[src/sv/pmt_pkg.sv]
// ----------------------------------------------------------------------------
// pmt_pkg: shared types for the 3D point stepper
// Command codes, sequencer states and the per-axis arithmetic lane opcodes.
// ----------------------------------------------------------------------------
package pmt_pkg;

    typedef enum logic [1:0] {
        CMD_LOAD   = 2'd0,
        CMD_TOWARD = 2'd1,
        CMD_ALONG  = 2'd2,
        CMD_NONE   = 2'd3
    } t_cmd;

    typedef enum logic [3:0] {
        S_IDLE,
        S_DIFF,
        S_LOAD,
        S_MUL,
        S_SUM,
        S_SQRT,
        S_CMP,
        S_MUL2,
        S_LDDIV,
        S_DIV,
        S_APPLY1,
        S_APPLY2,
        S_OUT
    } t_state;

    typedef enum logic [2:0] {
        LN_IDLE,
        LN_LOAD_MUL,
        LN_MUL,
        LN_LOAD_DIV,
        LN_DIV
    } t_lane_op;

    localparam logic [5:0] MUL_STEPS  = 6'd33;
    localparam logic [5:0] SQRT_STEPS = 6'd34;
    localparam logic [5:0] DIV_STEPS  = 6'd32;

endpackage

[src/sv/pmt_lane.sv]
// ----------------------------------------------------------------------------
// pmt_lane: bit-serial multiply and rounded divide for one axis
// Shift-add multiplier (one multiplier bit per cycle) and restoring divider
// (one quotient bit per cycle) that divides the product in the multiplier's accumulator.
// ----------------------------------------------------------------------------
module pmt_lane (
    input  logic              i_clk,
    input  pmt_pkg::t_lane_op i_op,
    input  logic [32:0]       i_a,
    input  logic [32:0]       i_b,
    input  logic [33:0]       i_len,
    output logic [65:0]       o_prod,
    output logic [31:0]       o_quot
);
    import pmt_pkg::*;

    logic [32:0] r_a, n_a;
    logic [65:0] r_acc, n_acc;
    logic [33:0] r_rem, n_rem;
    logic [31:0] r_q, n_q;
    logic [33:0] sum;
    logic [64:0] num;
    logic [34:0] trial;
    logic        ge;

    always_comb begin
        n_a   = r_a;
        n_acc = r_acc;
        n_rem = r_rem;
        n_q   = r_q;
        sum   = {1'b0, r_acc[65:33]} + (r_acc[0] ? {1'b0, r_a} : 34'd0);
        num   = {1'b0, r_acc[63:0]} + {32'd0, i_len[33:1]};
        trial = {r_rem, r_q[31]};
        ge    = (trial >= {1'b0, i_len});
        case (i_op)
            LN_LOAD_MUL: begin
                n_a   = i_a;
                n_acc = {33'd0, i_b};
            end
            LN_MUL: begin
                n_acc = {sum, r_acc[32:1]};
            end
            LN_LOAD_DIV: begin
                // The quotient fits 32 bits, so the top part is below the divisor.
                n_rem = {1'b0, num[64:32]};
                n_q   = num[31:0];
            end
            LN_DIV: begin
                n_rem = ge ? 34'(trial - {1'b0, i_len}) : trial[33:0];
                n_q   = {r_q[30:0], ge};
            end
            default: begin
                n_a = r_a;
            end
        endcase
    end

    always_ff @(posedge i_clk) begin
        r_a   <= n_a;
        r_acc <= n_acc;
        r_rem <= n_rem;
        r_q   <= n_q;
    end

    assign o_prod = r_acc;
    assign o_quot = r_q;

endmodule

[config.mk]
export PLATFORM = sky130hd
export DESIGN_NAME = pmt_lane
export DESIGN_NICKNAME = d
export VERILOG_FILES = /design/src/sv/pmt_pkg.sv /design/src/sv/pmt_lane.sv
export SDC_FILE = /design/constraint.sdc
export NUM_CORES = 1
export LEC_CHECK = 0
export BUFFER_PORTS_ARGS = -buffer_cell sky130_fd_sc_hd__buf_2
export CELL_PAD_IN_SITES_DETAIL_PLACEMENT = 1
export CELL_PAD_IN_SITES_GLOBAL_PLACEMENT = 1
export CORE_ASPECT_RATIO = 2
export CORE_MARGIN = 5
export CORE_UTILIZATION = 48
export DETAILED_ROUTE_END_ITERATION = 16
export PLACE_DENSITY_LB_ADDON = 0.1
export SYNTH_ARGS = -nofsm -noshare
export SYNTH_HDL_FRONTEND = slang
export SYNTH_SLANG_ARGS = --single-unit
[constraint.sdc]
create_clock -name i_clk -period 11.3 [get_ports i_clk]
set_input_delay 1.13 -clock i_clk [delete_from_list [all_inputs] [get_ports i_clk]]
set_output_delay 1.13 -clock i_clk [all_outputs]
set_load 0.01 [all_outputs]
## Yosys cells after proc, flatten, opt, wreduce, memory -nomap -nowiden

Index checks and enable logic that the tools add are counted.

- Add/sub/neg operators: 3
- Magnitude comparators: 1
- Eq/ne operators: 4
- Multiplexer cells: 5
- Reduce and logical (&&, ||, !) cells: 2

Operators with widths:

| kind | count |
|---|---|
| one-hot mux 66 bit (2 select lines) | 1 |
| one-hot mux 34 bit (2 select lines) | 1 |
| adder 64 x 33 -> 65 bit | 1 |
| one-hot mux 32 bit (2 select lines) | 1 |
| greater-or-equal comparator 35 x 34 -> 1 bit | 1 |
| adder 33 x 33 -> 34 bit | 1 |
| two-way mux 34 bit | 1 |
| subtractor 34 bit | 1 |
| two-way mux 33 bit | 1 |
| equality test 3 x 2 -> 1 bit (second input constant) | 2 |
| nonzero test 2 bit | 2 |
| equality test 3 x 1 -> 1 bit (second input constant) | 1 |
| equality test 3 bit (second input constant) | 1 |

- Bits in registers: 165
- Bits of input ports: 104
- Logic and storage cells: 19

## Depth between registers and ports, before layout

- Depth after elaboration: 3
- Depth in mapped cells: 14

## Worst setup path after synthesis

No wires, ideal clock.

- Path kind: input -> register
- From: input port i_op[0]
- To: register r_q[0], in the netlist o_quot[0] (enable)
- Library setup time: 581 ps
- Arrival time: 5811 ps
- Required time: 10719 ps
- Slack: 4908 ps
- Stages on the path: 2
- Cell sequence: nand2_1 o21ai_0

- Longest elaborated chain between the ends: 2
- Elaborated cells between the ends (all ways): 3
- Those cells by class: 2 x eq/ne; 1 x reduce/logical

Ends and longest elaborated chain:

| item | RTL line | source |
|---|---|---|
| start, declared | pmt_lane.sv:8 | `input pmt_pkg::t_lane_op i_op,` |
| equality test 3 bit / equality test 3 x 2 -> 1 bit (equally long branches) | pmt_lane.sv:35 | `case (i_op)` |
| nonzero test 2 bit (no line) (*) | -- |  |
| end signal, assigned | pmt_lane.sv:62 | `r_q <= n_q;` |
| end, declared | pmt_lane.sv:20 | `logic [31:0] r_q, n_q;` |

Mark *: on every way between the ends. The rest lies on a longest branch, timed or not.
A chain may end at the register's enable or synchronous reset.

## Worst setup path in the final report

- From: register r_acc[0], in the netlist o_prod[0]
- To: register r_rem[31] (data pin)

- Longest elaborated chain between the ends: 2

Ends and longest elaborated chain:

| item | RTL line | source |
|---|---|---|
| start, declared | pmt_lane.sv:18 | `logic [65:0] r_acc, n_acc;` |
| start signal, assigned | pmt_lane.sv:60 | `r_acc <= n_acc;` |
| adder 64 x 33 -> 65 bit | pmt_lane.sv:32 | `num = {1'b0, r_acc[63:0]} + {32'd0, i_len[33:1]};` |
| one-hot mux 34 bit (2 select lines) | pmt_lane.sv:35 |  |
| via n_rem[31] | pmt_lane.sv:19 | `logic [33:0] r_rem, n_rem;` |
| end signal, assigned | pmt_lane.sv:61 | `r_rem <= n_rem;` |
| end, declared | pmt_lane.sv:19 |  |

The timed path passes the listed nets, and every way through them passes these cells.

==> metrics.yaml <==
route:
  vias: 11900
  viasPerCell: 6.08
  drtIter0Drc: 707
  detail_route.wl_per_cell_um: 23.1
  drc: 0
  antenna_left: 0
  wl_um: 45300
  first_pass_iters: 5
worst_setup_path:
  slowest_delay_ps: 1060
  rr_worst_depth: 10
  cp.required_ps: 11590
  r2r-end: "r_rem[31]"
  cp.arrival_ps: 4830
  rr_startpoint: "o_prod[0]"
  crit_fanout: 35
  r2r_slack_ps: 6760
  crit_chain: "ha_1 > a211oi_1 > o21ai_1 > a41oi_2 > or4_1 > o211ai_2 > a311o_1 > nand4_2 > or3_1 > a32oi_1"
  critPathKind: "register to register"
  cp-start-kind: "register"
  crit_slowest_cell: "edfxtp_1"
  crit_path_end_kind: "register"
sta:
  tns_ps: 0
  finalHoldViolations: 0
  finClkSkew_ps: 11.2
  period_minus_slack_ps: 4540
  worst_slack_ps: 6760
  max_freq_mhz: 220
  maxSlewHeadroom_pct: 26.5
  setup_viol: 0
  tightest_slew_ps: 1100
  drv_slew: 0
  period_share_pct: 40.2
  rsz0062_at_grt: "false"
power:
  finalPower_w: 0.00189
  ir_drop_v: 0.000103
  seqPwrFrac_pct: 40.4
  swShare_pct: 32.9
  internal-power_w: 0.00127
  combPwrFrac_pct: 26.7
  cellLeakagePower_nw: 6.27
  power.share.clock_pct: 32.9
  power_density_mw_per_mm2: 128
  netSwitchingPower_w: 0.000622
synthesis:
  synth_edf_count: 165
  synth.avg_cell_area_um2: 9.01
  yosysSeqAreaShare_pct: 38.4
  synthCells: 1431
  synth_seq_cells: 165
  async_flop_share_pct: 0
  synth_cell_type_count: 77
  syn_area_mm2: 0.0129
  synthFlopType: "edfxtp_1"
  synth_fp_nets: 1638
  yosys_warnings: 0
clocking:
  post_cts_buffers: 0
  cts_resized: 0
  htree_levels: 4
  cts_buffers: 17
  clk_root_buffer_cell: "clkbuf_16"
  holdBufCountCts: 0
  clk_latency_ps: 450
  clk_pin_slew_ps: 70
  clockBufferDepth: 2
  cts_tree: "built"
  clock-sinks: 165
grt:
  grtUsageTotal_pct: 29.1
  grt_pass1_wl_um: 69800
  grt_max_degree: 79
  overflow: 0
  antenna_found_initial: 0
  grt_pass1_vias: 12700
final_layout:
  finalInstanceArea_mm2: 0.0148
  drive_gt1_share_pct: 16.0
  area.growth.synth_to_final_pct: 14.5
  fill_cells: 3171
  nets: 1805
  n_antenna_cell: 0
worst_hold_path:
  hold_depth: 2
  min_path_type: "register to register"
  min_to: "o_quot[1]"
  hp-start: "o_quot[0]"
outcome:
  status: "finished, final reports clean"
placement:
  postPlaceCellArea_mm2: 0.0142
  routabilityCongestion: 0.895
  dp_hpwl_um: 34600
  place_ws_ps: 6580
  io_buffers: 201
die:
  die_w_um: 126
  num_io_pins: 202
  start_util_pct: 48.3
  row_count: 85
  fp.dieH_um: 242
  die_area_mm2: 0.0304
  fp.coreArea_mm2: 0.0267
flow_run:
  drv_cap: 0
-- power groups by stage --
stage                     Clock [W]  Sequential [W]  Combinational, W
final                      0.000622        0.000764          0.000505
after global routing       0.000656        0.000766          0.000553
after CTS                  0.000632        0.000764          0.000503
after detailed placement          0        0.000777          0.000497
after global placement            0        0.000776          0.000483
after floorplan                   0        0.000773          0.000333
-- cell usage after synthesis (all sizes together), types with 15 or more instances --
library cell  number  area (um^2)
a211oi            21          158
a21o              47          353
a21oi            125          626
a31oi             18          113
and2              45          282
and3              24          150
buf               20          109
clkbuf            40          151
edfxtp           165         4950
ha               100         1250
inv               61          229
nand2            218          818
nand3             25          125
nand4             24          171
nor2             105          397
nor3              15         75.1
o211ai            17          133
o21a              15          113
o21ai             80          400
o21bai            15          113
xnor2             58          508
xor2              44          385
-- placed cells by master, fill, tap and decap left out, types with 17 or more instances in the layout --
cell       instances
ha_1             100
clkbuf_16         17
and3_1            24
nor2_1           104
a21oi_1          125
nand4_1           22
buf_2            201
xnor2_1           58
nand3_1           25
and2_1            44
a31oi_1           18
o21ai_0           76
inv_1             61
a211oi_1          21
xor2_1            44
a21o_1            47
edfxtp_1         165
nand2_1          217
-- state kept, by name, indices dropped and copies added (netlist names) --
signal  cells
o_prod     66
o_quot     32
r_a        33
r_rem      34
-- layer usage --
metal  routed length, um  vias to the layer above  global-route usage (%)
li1                    -                     5596                       -
met1               17300                     5887                    32.2
met2               24800                      325                    55.2
met3                1390                       97                    3.00
met4                1780                        0                    12.4
met5                   0                        -                       0
-- how the worst max path moves through the flow --
stage | cells past startpoint | to | slack [ps] | from
after CTS | 10 | r_rem[31] | 6660 | o_prod[0]
after global placement | 13 | r_rem[15] | 6710 | i_len[13]
after detailed placement | 13 | r_rem[15] | 6580 | i_len[8]
after floorplan | 2 | o_quot[0] | 4910 | i_op[0]
after global routing | 13 | o_prod[64] | 6390 | o_prod[0]
final | 10 | r_rem[31] | 6760 | o_prod[0]
-- final cells by class --
cell class / count / area, um^2 / share of cell area (%)
multi-input cells: 1145 / 7490 / 50.7
flip-flops and latches: 165 / 4950 / 33.6
repair buffers: 208 / 1060 / 7.17
well taps: 348 / 435 / 2.95
clock buffers: 18 / 429 / 2.91
inverters: 61 / 229 / 1.55
clock inverters: 14 / 171 / 1.16
-- cells by family (layout without fill, tap and decap cells) --
group                    Yosys count  in the layout  share of synthesized area (%)
multiplexers                      12             12                          0.931
flip-flops                       165            165                           38.4
XOR/XNOR                         102            102                           6.93
AO/OA/AOI/OAI                    410            410                           20.7
buffers and inverters            121            301                           3.79
AND/OR/NAND/NOR                  518            518                           19.1
adder cells (fa/ha/maj)          103            103                           10.2
-- critical path: cells and delay by family (launching register included) --
family	cells	cell delay, ps
AO/OA/AOI/OAI	6	1620
adder cells (fa/ha/maj)	1	370
flip-flops	1	1060
AND/OR/NAND/NOR	3	1320
-- through the flow --
step	utilization, %	hold WS (ps)	instances
2_1_floorplan	-	557	1431
3_3_place_gp	53.1	536	1927
3_5_place_dp	53.1	530	1927
4_1_cts	55.3	549	1959
5_1_grt	55.3	586	1959
6_report	55.3	549	1959
Note: power is estimated with default switching activity, not from simulation.
